**config.mk**
```make
export PLATFORM = sky130hd
export DESIGN_NAME = double_ended_queue_unit
export DESIGN_NICKNAME = d
export VERILOG_FILES = /design/src/hw/rtl/dequ_pkg.sv /design/src/hw/rtl/double_ended_queue_unit.sv
export VERILOG_INCLUDE_DIRS = /design/src /design/src/hw/rtl
export SDC_FILE = /design/constraint.sdc
export NUM_CORES = 1
export LEC_CHECK = 0
export BUFFER_PORTS_ARGS = -buffer_cell sky130_fd_sc_hd__buf_4
export CORE_AREA = 2 2 226 228
export DETAILED_ROUTE_END_ITERATION = 12
export DIE_AREA = 0 0 228 230
export PLACE_DENSITY = 0.78
export SLEW_MARGIN = 20
export SYNTH_ARGS = -nofsm -noshare
export SYNTH_HDL_FRONTEND = slang
export SYNTH_SLANG_ARGS = --single-unit
```
**constraint.sdc**
```tcl
create_clock -name i_clk -period 6.2 [get_ports i_clk]
set_input_delay 0.31 -clock i_clk [delete_from_list [all_inputs] [get_ports i_clk]]
set_output_delay 0.31 -clock i_clk [all_outputs]
set_load 0.05 [all_outputs]
```
**src/hw/rtl/double_ended_queue_unit_defines.svh**
```systemverilog
// Assertion macros for the double-ended queue unit.
`ifndef DOUBLE_ENDED_QUEUE_UNIT_DEFINES_SVH
`define DOUBLE_ENDED_QUEUE_UNIT_DEFINES_SVH

`ifndef SYNTHESIS
`define DEQU_ASSERT(lbl, clk, rst_n, prop) \
    lbl: assert property (@(posedge clk) disable iff (!rst_n) (prop)) \
        else $error("dequ assertion failed");
`define DEQU_ASSERT_NEXT(lbl, clk, rst_n, cond, prop) \
    lbl: assert property (@(posedge clk) disable iff (!rst_n) (cond) |=> (prop)) \
        else $error("dequ assertion failed");
`else
`define DEQU_ASSERT(lbl, clk, rst_n, prop)
`define DEQU_ASSERT_NEXT(lbl, clk, rst_n, cond, prop)
`endif

`endif

```
**src/hw/rtl/dequ_pkg.sv**
```systemverilog
package dequ_pkg;

    localparam int DEQU_DEPTH = 16;

    localparam logic [2:0] CMD_PUSH_FRONT = 3'd0;
    localparam logic [2:0] CMD_PUSH_REAR  = 3'd1;
    localparam logic [2:0] CMD_POP_FRONT  = 3'd2;
    localparam logic [2:0] CMD_POP_REAR   = 3'd3;
    localparam logic [2:0] CMD_PEEK_FRONT = 3'd4;
    localparam logic [2:0] CMD_PEEK_REAR  = 3'd5;

    localparam logic [1:0] ST_OK    = 2'd0;
    localparam logic [1:0] ST_EMPTY = 2'd1;
    localparam logic [1:0] ST_FULL  = 2'd2;

    typedef struct packed {
        logic        [2:0]  command;
        logic signed [31:0] push_value;
    } t_in_item;

    typedef struct packed {
        logic signed [31:0] read_value;
        logic        [1:0]  status;
        logic        [4:0]  item_count;
        logic               is_empty;
    } t_out_item;

    typedef struct packed {
        logic       use_rd;
        logic [1:0] status;
        logic [4:0] item_count;
        logic       is_empty;
    } t_s1;

endpackage

```
**src/hw/rtl/double_ended_queue_unit.sv**
```systemverilog
// Bounded double-ended queue of DEPTH signed 32-bit values in a ring held in one
// single-port synchronous memory. Commands: push front/rear, pop front/rear, peek
// front/rear; each transaction returns one result with the value read, a status
// (ok, empty, full), the entry count after the command and an empty flag. Head
// pointer and count live in registers and are updated as a command is accepted,
// so one command is taken every cycle unless the output stall backs up stage 1.
// Results are read in stage 1 and registered out. Full/empty errors change nothing.
`include "double_ended_queue_unit_defines.svh"

module double_ended_queue_unit
    import dequ_pkg::*;
#(
    parameter int DEPTH = DEQU_DEPTH
) (
    input  logic      i_clk,
    input  logic      i_rst_n,
    input  logic      i_in_valid,
    output logic      o_in_stall,
    input  t_in_item  i_in_data,
    output logic      o_out_valid,
    input  logic      i_out_stall,
    output t_out_item o_out_data
);

    localparam int IdxW = $clog2(DEPTH);
    localparam int CntW = $clog2(DEPTH + 1);
    localparam int SumW = CntW + 1;
    localparam logic [IdxW-1:0] IDX_LAST = IdxW'(DEPTH - 1);
    localparam logic [CntW-1:0] CNT_FULL = CntW'(DEPTH);
    localparam logic [SumW-1:0] SUM_DEPTH = SumW'(DEPTH);

    logic [31:0]     r_mem [DEPTH];
    logic [31:0]     r_rd_data;
    logic [IdxW-1:0] r_head, n_head;
    logic [CntW-1:0] r_count, n_count;
    logic            r_s1_valid;
    t_s1             r_s1, n_s1;
    logic            r_out_valid;
    t_out_item       r_out;

    logic            in_acc, s1_move;
    logic            mem_we, mem_re;
    logic [IdxW-1:0] mem_addr;
    logic [IdxW-1:0] head_dec, head_inc, tail_slot, rear_slot;
    logic [SumW-1:0] sum, last;
    logic [CntW+4:0] cnt_ext;

    assign s1_move    = r_s1_valid && (!r_out_valid || !i_out_stall);
    assign o_in_stall = r_s1_valid && !s1_move;
    assign in_acc     = i_in_valid && !o_in_stall;

    assign head_dec = (r_head == '0) ? IDX_LAST : r_head - 1'b1;
    assign head_inc = (r_head == IDX_LAST) ? '0 : r_head + 1'b1;
    assign sum      = SumW'(r_head) + SumW'(r_count);
    assign last     = sum - 1'b1;
    assign tail_slot = (sum >= SUM_DEPTH) ? IdxW'(sum - SUM_DEPTH) : IdxW'(sum);
    assign rear_slot = (last >= SUM_DEPTH) ? IdxW'(last - SUM_DEPTH) : IdxW'(last);

    always_comb begin
        n_head   = r_head;
        n_count  = r_count;
        mem_we   = 1'b0;
        mem_re   = 1'b0;
        mem_addr = r_head;
        n_s1.use_rd = 1'b0;
        n_s1.status = ST_OK;
        case (i_in_data.command)
            CMD_PUSH_FRONT: begin
                if (r_count == CNT_FULL) begin
                    n_s1.status = ST_FULL;
                end else begin
                    n_head   = head_dec;
                    n_count  = r_count + 1'b1;
                    mem_addr = head_dec;
                    mem_we   = in_acc;
                end
            end
            CMD_PUSH_REAR: begin
                if (r_count == CNT_FULL) begin
                    n_s1.status = ST_FULL;
                end else begin
                    n_count  = r_count + 1'b1;
                    mem_addr = tail_slot;
                    mem_we   = in_acc;
                end
            end
            CMD_POP_FRONT, CMD_PEEK_FRONT: begin
                if (r_count == '0) begin
                    n_s1.status = ST_EMPTY;
                end else begin
                    n_s1.use_rd = 1'b1;
                    mem_addr    = r_head;
                    mem_re      = in_acc;
                    if (i_in_data.command == CMD_POP_FRONT) begin
                        n_head  = head_inc;
                        n_count = r_count - 1'b1;
                    end
                end
            end
            CMD_POP_REAR, CMD_PEEK_REAR: begin
                if (r_count == '0) begin
                    n_s1.status = ST_EMPTY;
                end else begin
                    n_s1.use_rd = 1'b1;
                    mem_addr    = rear_slot;
                    mem_re      = in_acc;
                    if (i_in_data.command == CMD_POP_REAR) begin
                        n_count = r_count - 1'b1;
                    end
                end
            end
            default: begin
            end
        endcase
        cnt_ext         = {5'b0, n_count};
        n_s1.item_count = cnt_ext[4:0];
        n_s1.is_empty   = (n_count == '0);
    end

    always_ff @(posedge i_clk) begin
        if (mem_we) begin
            r_mem[mem_addr] <= i_in_data.push_value;
        end
        if (mem_re) begin
            r_rd_data <= r_mem[mem_addr];
        end
    end

    always_ff @(posedge i_clk) begin
        if (!i_rst_n) begin
            r_head      <= '0;
            r_count     <= '0;
            r_s1_valid  <= 1'b0;
            r_out_valid <= 1'b0;
        end else begin
            if (in_acc) begin
                r_head     <= n_head;
                r_count    <= n_count;
                r_s1_valid <= 1'b1;
            end else if (s1_move) begin
                r_s1_valid <= 1'b0;
            end
            if (s1_move) begin
                r_out_valid <= 1'b1;
            end else if (r_out_valid && !i_out_stall) begin
                r_out_valid <= 1'b0;
            end
        end
    end

    always_ff @(posedge i_clk) begin
        if (in_acc) begin
            r_s1 <= n_s1;
        end
        if (s1_move) begin
            r_out.read_value <= r_s1.use_rd ? r_rd_data : '0;
            r_out.status     <= r_s1.status;
            r_out.item_count <= r_s1.item_count;
            r_out.is_empty   <= r_s1.is_empty;
        end
    end

    assign o_out_valid = r_out_valid;
    assign o_out_data  = r_out;

    `DEQU_ASSERT(a_count_bound, i_clk, i_rst_n, r_count <= CNT_FULL)
    `DEQU_ASSERT(a_head_bound, i_clk, i_rst_n, r_head <= IDX_LAST)
    `DEQU_ASSERT(a_empty_status, i_clk, i_rst_n, !(r_s1_valid && r_s1.status == ST_EMPTY) || r_s1.is_empty)
    `DEQU_ASSERT(a_full_no_write, i_clk, i_rst_n, !(mem_we && r_count == CNT_FULL))
    `DEQU_ASSERT_NEXT(a_push_grows, i_clk, i_rst_n, mem_we, r_count == $past(r_count) + 1'b1)

endmodule

```
Yosys cells after proc, flatten, opt, wreduce, memory -nomap -nowiden
Memory sizes are Yosys's and may differ from the RTL's. A register that Yosys moved wholly into a read port is not among the register bits.
Index checks and enable logic that the tools add are counted.
Operators by class
  $add $sub $neg: 8
  $lt $le $gt $ge: 2
  equality and inequality tests: 9
  muxes and demuxes: 31
  reductions and logical operators: 21
Operators by type and width (number)
  4-bit two-way mux: 9
  5-bit two-way mux: 5
  5-bit case mux with 3 select lines: 1
  6-bit by 5-bit >= comparator with 1-bit output, second input constant: 2
  1-bit two-way mux: 12
  4-bit case mux with 3 select lines: 1
  4-bit by 1-bit subtractor with 4-bit output, second input constant: 3
  5-bit zero test: 2
  4-bit case mux with 2 select lines: 1
  4-bit by 5-bit adder with 6-bit output: 1
  3-bit by 2-bit == test with 1-bit output, second input constant: 2
  3-bit == test, second input constant: 2
  2-bit nonzero test: 3
  2-bit OR reduction: 3
  6-bit by 1-bit subtractor with 6-bit output, second input constant: 1
  5-bit by 1-bit adder with 5-bit output, second input constant: 1
  5-bit == test, second input constant: 1
  5-bit by 1-bit subtractor with 5-bit output, second input constant: 1
  4-bit by 1-bit adder with 4-bit output, second input constant: 1
  4-bit == test, second input constant: 1
  1-bit logical AND: 4
  1-bit zero test: 4
  4-bit zero test: 1
  2-bit != test, second input constant: 2
  other kinds (7): 7
Word-level totals
  flip-flop bits (word level): 60
  RAM bits: 512
  input port bits: 39
  output and inout port bits: 42
  logic and storage cells: 84
  memories: 1
Memory list
  r_mem: depth 16, bits a word 32, read ports 1, clocked after Yosys merged registers in 1, write ports 1, line double_ended_queue_unit.sv:32  | logic [31:0] r_mem [DEPTH];

Logic depth before layout (Yosys ltp)
Gate-level depths: netlist (run 1).
  depth in word-level cells: 11
  mapped depth: 14
  depth with buffers taken out: 11

Worst setup path after synthesis (run 1)
OpenSTA, ideal clock, no wires.
  path type: register to register
  from: register r_head[0]
  to: memory r_mem[10][0], enable pin
  setup time: 0.501 ns
  data arrival time: 5.626 ns
  data required time: 5.699 ns
  path slack: 0.073 ns
  stages on the path, launching flop included: 12
  path buffers: 3
  period minus slack after synthesis: 6.127 ns
  cells stage by stage: dfxtp_1 ha_1 fa_1 inv_1 ha_1 or3_1 a31oi_1 buf_4 buf_6 buf_4 nand2_1 nor4_1
Between the ends
  longest elaborated chain between the ends: 6
  elaborated cells between the ends (all ways): 15
  classes of those cells: add/sub (5); order compare (2); mux (7); reduce/logical (1)
Ends and longest elaborated chain
  from (decl): line double_ended_queue_unit.sv:34  | logic [IdxW-1:0] r_head, n_head;
  from (signal assigned): line double_ended_queue_unit.sv:137  | r_head <= n_head;
  4-bit by 5-bit adder with 6-bit output: line double_ended_queue_unit.sv:54  | assign sum = SumW'(r_head) + SumW'(r_count);
  6-bit by 1-bit subtractor with 6-bit output: line double_ended_queue_unit.sv:55  | assign last = sum - 1'b1;
  6-bit by 5-bit >= comparator with 1-bit output / 4-bit by 1-bit subtractor with 4-bit output (equally long branches): line double_ended_queue_unit.sv:57  | assign rear_slot = (last >= SUM_DEPTH) ? IdxW'(last - SUM_DEPTH) : IdxW'(last);
  4-bit two-way mux: line double_ended_queue_unit.sv:57
  4-bit two-way mux: line double_ended_queue_unit.sv:101  | if (r_count == '0) begin
  4-bit case mux with 3 select lines (*): line double_ended_queue_unit.sv:67  | case (i_in_data.command)
  to (decl): line double_ended_queue_unit.sv:32
Mark *: on every way between the ends. The rest lies on a longest branch, timed or not.

Worst setup path in the final report (run 1)
  from: register r_head[0]
  to: memory r_mem[0][19], enable pin
Same word-level chain as after synthesis.

==> impl_results.md, run 1 <==
- Status: completed
- Sequential-to-total area share from yosys stat: 72.8%
- # hold bufs at CTS: 34
- Die span in x: 228 microns
- Largest net degree at the start of global routing: 109
- Layout net count: 1565
- Final Skew: 0.0288 ns
- Drt total wl: 47400 microns
- Via count: 12300
- Syn Area/Cell: 18.0 sq um
- Total GRT Usage: 18.1%
- Distinct cells, synth: 55
- Net Count, Synth: 1425
- Die Height: 230 microns
- ANT nets after route: 0
- Seq cells post-synth: 604
- # clock sinks: 604
- CP Class: reg2reg
- Starting density of the core: 49.6%
- Worst vdd ir: 223 uV
- Clock period minus worst slack: 4.52 ns
- WP data required: 6.43 ns
- First-pass GRT wire length: 72500 microns
- Post-synth top area cell: edfxtp_1
- Max_cap viols: 0
- Main synth FF type: edfxtp_1
- Post-synth EDFFs: 593
- PortBufs: 80
- Post-CTS Resized: 0
- Unrepaired setup endpoints after global routing: false
- Startpoint Class: register
- Ys async rst share: 0%
- Leak Pwr: 10.2 nW
- Final slew viol count: 0
- Slew Limit Headroom: 27.8%
- CTS tree: yes
- Final hold vios: 0
- Initial antenna violation count: 0
- Share of layout cells above drive strength 1: 14.9%
- Synth Instances: 1375
- Vias per cell: 5.49
- Worst path arrival time: 4.75 ns
- Post-Syn Area: 24700 sq um
- Total power: 9.36 mW
- Residual DRC: 0
- Postcts setup bufs: 0
- Clk buf depth: 3
- RD Place Congestion: 0.789
- Area Overhead vs Synth: 14.6%
- Hold crit path type: in2reg
- Fin Hold WS: 0.0455 ns
- Clock transition at path regs: 0.07 ns
- Vias in the first global route: 12500
- Period utilization: 72.9%
- Cell with the most instances after synthesis: edfxtp_1
- Pre-Repair DR Iteration Count: 5
- Cts bufs inserted: 57
- Top cell types by occurrence after synthesis: 593 x edfxtp_1, 482 x mux2i_1, 34 x and2_1, 25 x nor2_1, 24 x buf_6
- Cell Rows: 82
- Final setup fails: 0
- DR WL/cell: 21.2 microns
- Most area-consuming cells after synthesis: edfxtp_1 72%, mux2i_1 19%, buf_6 1.1%, dfxtp_1 0.89%, and2_1 0.86%
- Critical path capture point type: register
- DP Wirelength: 27100 microns
- Core box area: 49900 sq um
- Setup TNS: 0 ns
- H-Tree Depth: 2
- I/O pin total: 81
- Synthesis Warnings: 0
- Placed Cells: 2094
- # diodes: 0
- Slew @ Worst Pin: 1.08 ns
- Clock latency at the later pin of the worst-skew pair: 0.63 ns
- Max Fclk: 221 MHz
- Initial DRC Count: 1048
- Die area: 52400 sq um
- Final Util: 56.9%
- Clk root buf: clkbuf_16
- Grt ovf: 0
- Share of the synthesized area in the top cell type: 72.0%
- Non-Filler Instances: 2233
- Critical path fanouts, max: 40
- Power Density: 330 nW/um^2
## report_power, final
| part | leakage (nW) | internal, mW | switching, mW |
|---|---|---|---|
| clock network | 0.916 | 2.02 | 1.49 |
| registers | 5.46 | 4.59 | 0.0254 |
| logic | 3.84 | 0.518 | 0.730 |
## placed cells by master (no fill, tap or decap), drive strengths merged, types with 7 or more instances in the layout
master | synthesis | routed
dlygate4sd3 | 0 | 34
bufinv | 0 | 7
buf | 59 | 120
mux2i | 482 | 482
ha | 10 | 10
edfxtp | 593 | 593
and2 | 34 | 34
nand3 | 7 | 7
nand2 | 13 | 13
inv | 12 | 16
nor2 | 25 | 25
a21oi | 17 | 17
nor4 | 14 | 14
a31oi | 7 | 7
clkbuf | 14 | 72
o21ai | 10 | 10
dfxtp | 11 | 11
clkinv | 2 | 20
## metal layers
| layer | GRT usage, % | up-vias | wire, microns |
|---|---|---|---|
| met5 | 0 | - | 0 |
| met4 | 6.66 | 0 | 1410 |
| met3 | 3.35 | 83 | 2550 |
| met2 | 30.3 | 316 | 23200 |
| met1 | 23.7 | 6196 | 20200 |
| li1 | - | 5670 | - |
## critical path, stage by stage, from the launching register on
cell and delay [ns]:
dfxtp_1 0.52, ha_1 0.25, fa_1 0.46, nor3_1 0.25
xnor2_1 0.17, xor2_1 0.20, o21ai_0 0.10, a221oi_1 0.42
a31o_4 0.78, and3_2 0.94
## kinds of logic after synthesis
logic type,after synthesis,synth area share [%]
fa+ha+maj,11,0.586
xor+xnor,9,0.319
simple gates,121,2.68
buf+inv,87,2.38
flops,604,72.8
mux,482,19.5
compound gates,61,1.69
## metrics by stage
stage | worst slack, ns | cell area (sq um)
floorplan | 0.0726 | 24700
global placement | 1.76 | 26100
detailed placement | 1.69 | 26100
CTS | 1.66 | 28400
global route | 1.45 | 28400
finish | 1.68 | 28400
## path summary, 6_finish.rpt
check,start,endpoint,slack (ns),cells after the start
min reg2reg,r_s1[0]$_DFFE_PP_,o_out_data[0]$_DFFE_PP_,0.42,0
max reg2reg,r_head[0]$_SDFFE_PN0P_,r_mem[0][19]$_DFFE_PP_,1.68,9
min,i_in_data[25],r_mem[1][25]$_DFFE_PP_,0.05,1
max,r_head[0]$_SDFFE_PN0P_,r_mem[0][19]$_DFFE_PP_,1.68,9
## registers in the layout (all words and copies together) (netlist names)
signal and flops:
r_s1_valid 1, r_head 4, r_s1 9, r_count 5, o_out_data 40, o_out_valid 1
r_mem 512, r_rd_data 32
## cell type report
| class | count | area (sq um) |
|---|---|---|
| clock buffer | 72 | 1490 |
| timing repair buffer | 154 | 1270 |
| inverter | 14 | 52.6 |
| fill | 3781 | 21500 |
| sequential | 604 | 18000 |
| multi-input combinational | 684 | 6270 |
| clock inverter | 33 | 410 |
| tap | 672 | 841 |
(Power assumes the default switching activity.)
==> run 2, diff against run 1 <==
ABC_AREA = 1   (was default)
CORE_AREA = 2 2 232 234   (was 2 2 226 228)
DIE_AREA = 0 0 234 236   (was 0 0 228 230)
clock period = 3.65 ns   (was 6.2 ns; I/O delays follow)
==> run 2 against run 1 <==
Total power up 73%. Combinational power up 97%. Count of clock-buffer cells in the layout up 2. Utilization down 0.60 points. Highest routed layer unchanged. Clock skew down 0.012 ns. First-iteration DRC count up 110%. Largest cell class unchanged. Via count up 48%. Clock power up 68%. Flip-flop and latch count unchanged.
==> impl_results.md, run 2 <==
- Status: completed (unchanged)
- Hold crit path type: in2reg (unchanged)
- Clk root buf: clkbuf_16 (unchanged)
- First-pass GRT wire length: 99000 microns (was 72500 microns)
- Synth Instances: 2496 (was 1375)
- Cell Rows: 85 (was 82)
- Seq pwr share: 48.5% (was 49.3%)
- Synthesis Warnings: 0 (unchanged)
- Net Sw Power: 4.35 mW (was 2.24 mW)
- Post-CTS Resized: 0 (unchanged)
- Layer carrying the most global-route usage: met2 (unchanged)
- Critical path fanouts, max: 20 (was 40)
- Unrepaired setup endpoints after global routing: false (unchanged)
- Distinct cells, synth: 40 (was 55)
- Final Skew: 0.0168 ns (was 0.0288 ns)
- DR WL/cell: 18.8 microns (was 21.2 microns)
- Reg with most FFs: r_mem (unchanged)
- Commonest non-fill, non-tap cells in the layout: 1217 x nand2_1, 593 x edfxtp_1, 280 x nand3_1, 134 x inv_1, 124 x buf_4 (was 593 x edfxtp_1, 482 x mux2i_1, 118 x buf_4, 57 x clkbuf_16)
- Post-synth top area cell: edfxtp_1 (unchanged)
- Die span in x: 234 microns (was 228 microns)
- Pre-Repair DR Iteration Count: 6 (was 5)
- Clock latency at the later pin of the worst-skew pair: 0.63 ns (about the same)
- Final setup fails: 0 (unchanged)
- Placed Cells: 3200 (was 2094)
- Clock transition at path regs: 0.06 ns (was 0.07 ns)
- Fillers: 4208 (was 3781)
- Total GRT Usage: 23.1% (was 18.1%)
- Vias per cell: 5.45 (was 5.49)
- Ys async rst share: 0% (unchanged)
- # diodes: 0 (unchanged)
- Die Height: 236 microns (was 230 microns)
- Combinational power share: 15.2% (was 13.3%)
- Hold Crit Start: i_in_data[34] (was i_in_data[25])
- RD Place Congestion: 0.842 (was 0.789)
- Slew Limit Headroom: 41.5% (was 27.8%)
- Leak Pwr: 12.5 nW (was 10.2 nW)
- Cell with the most instances after synthesis: nand2_1 (was edfxtp_1)
- Top cell types by occurrence after synthesis: 1217 x nand2_1, 593 x edfxtp_1, 280 x nand3_1, 135 x inv_1, 78 x buf_2 (was 593 x edfxtp_1, 482 x mux2i_1, 34 x and2_1, 25 x nor2_1, 24 x buf_6)
- Clk buf depth: 3 (unchanged)
- Layout net count: 2649 (was 1565)
- Post-synth EDFFs: 593 (unchanged)
- Period utilization: 92.6% (was 72.9%)
- Final slew viol count: 0 (unchanged)
- ANT nets after route: 0 (unchanged)
- Clock period minus worst slack: 3.38 ns (was 4.52 ns)
- Net Count, Synth: 2546 (was 1425)
- Drt total wl: 62800 microns (was 47400 microns)
- Met2 Use GR: 38.8% (was 30.3%)
- CTS tree: yes (unchanged)
- CP peak stage delay: 0.50 ns (was 0.94 ns)
- I/O pin total: 81 (unchanged)
- Worst path arrival time: 3.66 ns (was 4.75 ns)
- Int Pwr: 11.9 mW (was 7.12 mW)
- Initial DRC Count: 2172 (was 1048)
- Initial antenna violation count: 0 (unchanged)
- Most area-consuming cells after synthesis: edfxtp_1 68%, nand2_1 18%, nand3_1 5.4%, inv_1 1.9%, buf_2 1.5% (was edfxtp_1 72%, mux2i_1 19%, buf_6 1.1%, dfxtp_1 0.89%, and2_1 0.86%)
- Seq cells post-synth: 604 (unchanged)
- Via count: 18200 (was 12300)
- Startpoint Class: register (unchanged)
- Slew @ Worst Pin: 0.877 ns (was 1.08 ns)
- CP Class: reg2reg (unchanged)
- Max reg flops: 512 (unchanged)
- Syn Area/Cell: 10.4 sq um (was 18.0 sq um)
- PortBufs: 80 (unchanged)
- Commonest non-fill, non-tap cell in the layout: nand2_1 (was edfxtp_1)
- Delay-heaviest family, CP: adder cells (was compound AO/OA/AOI/OAI gates)
- Final hold vios: 0 (unchanged)
- Max Fclk: 296 MHz (was 221 MHz)
- GR Util met1: 29.7% (was 23.7%)
- Worst path cell trace: ha_1 > fa_1 > inv_1 > ha_1 > nand2_1 > o211ai_1 > nand2_1 > o22ai_4 > nand3_1 > nor2_4 > buf_4 (was ha_1 > fa_1 > nor3_1 > xnor2_1 > xor2_1 > o21ai_0 > a221oi_1 > a31o_4 > and3_2)
- Fin Hold WS: 0.0733 ns (was 0.0455 ns)
- Die area: 55200 sq um (was 52400 sq um)
- Post-DP Area: 27700 sq um (was 26100 sq um)
- Crit path from: r_head[0]$_SDFFE_PN0P_ (unchanged)
- Critical path capture point type: register (unchanged)
- Power Density: 543 nW/um^2 (was 330 nW/um^2)
- Grt met3 use: 3.66% (was 3.35%)
- DP Wirelength: 35000 microns (was 27100 microns)
- Sequential-to-total area share from yosys stat: 69.2% (was 72.8%)
- Final Cell Area: 29900 sq um (was 28400 sq um)
- Grt ovf: 0 (unchanged)
- Worst reg2reg path startpoint: r_head[0]$_SDFFE_PN0P_ (unchanged)
- Starting density of the core: 49.1% (was 49.6%)
- WP data required: 3.93 ns (was 6.43 ns)
- Share of the synthesized area in the top cell type: 68.3% (was 72.0%)
- Non-Filler Instances: 3343 (was 2233)
- Worst vdd ir: 383 uV (was 223 uV)
- # clock sinks: 604 (unchanged)
- Share of layout cells above drive strength 1: 9.75% (was 14.9%)
- Clock share of power: 36.3% (was 37.4%)
- Crit-path slowest cell: fa_1 (was and3_2)
- Crit path buf inv count: 2 (was 0)
- Largest net degree at the start of global routing: 93 (was 109)
- Cts bufs inserted: 58 (was 57)
- Area Overhead vs Synth: 14.6% (about the same)
- H-Tree Depth: 2 (unchanged)
- Max_cap viols: 0 (unchanged)
- Core box area: 53100 sq um (was 49900 sq um)
- Sw frac: 26.9% (was 24.0%)
- Residual DRC: 0 (unchanged)
- Vias in the first global route: 18400 (was 12500)
- Main synth FF type: edfxtp_1 (unchanged)
- Post-Syn Area: 26100 sq um (was 24700 sq um)
==> run 2: changes by cell type in the layout (fill, tap and decap cells not counted), moves of 15 or more <==
| cell | previous run | this run |
|---|---|---|
| nand2_1 | 12 | 1217 |
| mux2i_1 | 482 | 0 |
| nand3_1 | 7 | 280 |
| inv_1 | 12 | 134 |
| and2_1 | 34 | 0 |
| nor2_4 | 0 | 20 |
| buf_12 | 2 | 17 |
==> run 2: worst register-to-register path, stage by stage, from the launching register on <==
cell	delay [ns]
dfxtp_1	0.37
ha_1	0.26
fa_1	0.50
inv_1	0.07
ha_1	0.27
nand2_1	0.05
o211ai_1	0.10
nand2_1	0.13
o22ai_4	0.23
nand3_1	0.43
nor2_4	0.25
buf_4	0.36
==> run 2: metal layers <==
layer | part of all wire (%) | routed length, microns
met1 | 40 | 24900
met2 | 48 | 30300
met3 | 8.2 | 5140
met4 | 3.9 | 2440
met5 | 0 | 0
==> run 2: worst paths after layout <==
kind,slack [ns],cells after the start,end
max,0.27,11,r_mem[4][23]$_DFFE_PP_
min,0.07,5,r_s1[5]$_DFFE_PP_
max reg2reg,0.27,11,r_mem[4][23]$_DFFE_PP_
min reg2reg,0.42,0,o_out_data[2]$_DFFE_PP_
==> run 2: layout make-up <==
type | count | area, sq um | share of cell area, %
Multi-Input combinational cell | 1615 | 6940 | 23.2
Sequential cell | 604 | 18000 | 60.4
Clock inverter | 34 | 347 | 1.16
Timing Repair Buffer | 176 | 1620 | 5.43
Clock buffer | 74 | 1510 | 5.06
Tap cell | 696 | 871 | 2.92
Inverter | 144 | 548 | 1.83
==> run 2: logic make-up (layout without fill, tap and decap cells) <==
kind of cell,after synthesis,count (layout),share of synthesized area (%)
xor gates and xnor gates,7,7,0.235
buffers and inverters,277,428,4.89
DFF,604,604,69.2
AOI/OAI and AO/OA,46,46,1.10
and+or+nand+nor,1550,1550,24.0
muxes,1,1,0.0432
adders and majority gates,11,11,0.557
==> run 2: through the flow <==
stage | TNS [ns] | utilization (%) | power, mW | setup WS, ns
floorplan | -138.14 | - | 9.68 | -0.444
global placement | 0 | 52.1 | 10.4 | 0.332
detailed placement | 0 | 52.1 | 10.4 | 0.329
CTS | 0 | 56.3 | 16.3 | 0.268
global route | 0 | 56.3 | 16.9 | 0.0383
finish | 0 | 56.3 | 16.2 | 0.269
==> run 2: power groups by stage <==
stage | Sequential (mW) | Combinational (mW) | Clock [mW]
finish | 7.86 | 2.46 | 5.89
global placement | 8.00 | 2.36 | 0
floorplan | 8.08 | 1.61 | 0
detailed placement | 8.00 | 2.40 | 0
CTS | 7.86 | 2.45 | 5.99
global route | 7.86 | 2.74 | 6.25
==> run 2: timing repair <==
action / CTS / global route
hold buffers: 35 / 0
endpoints found under the hold margin: 520 / 0
buffers inserted: 0 / 0
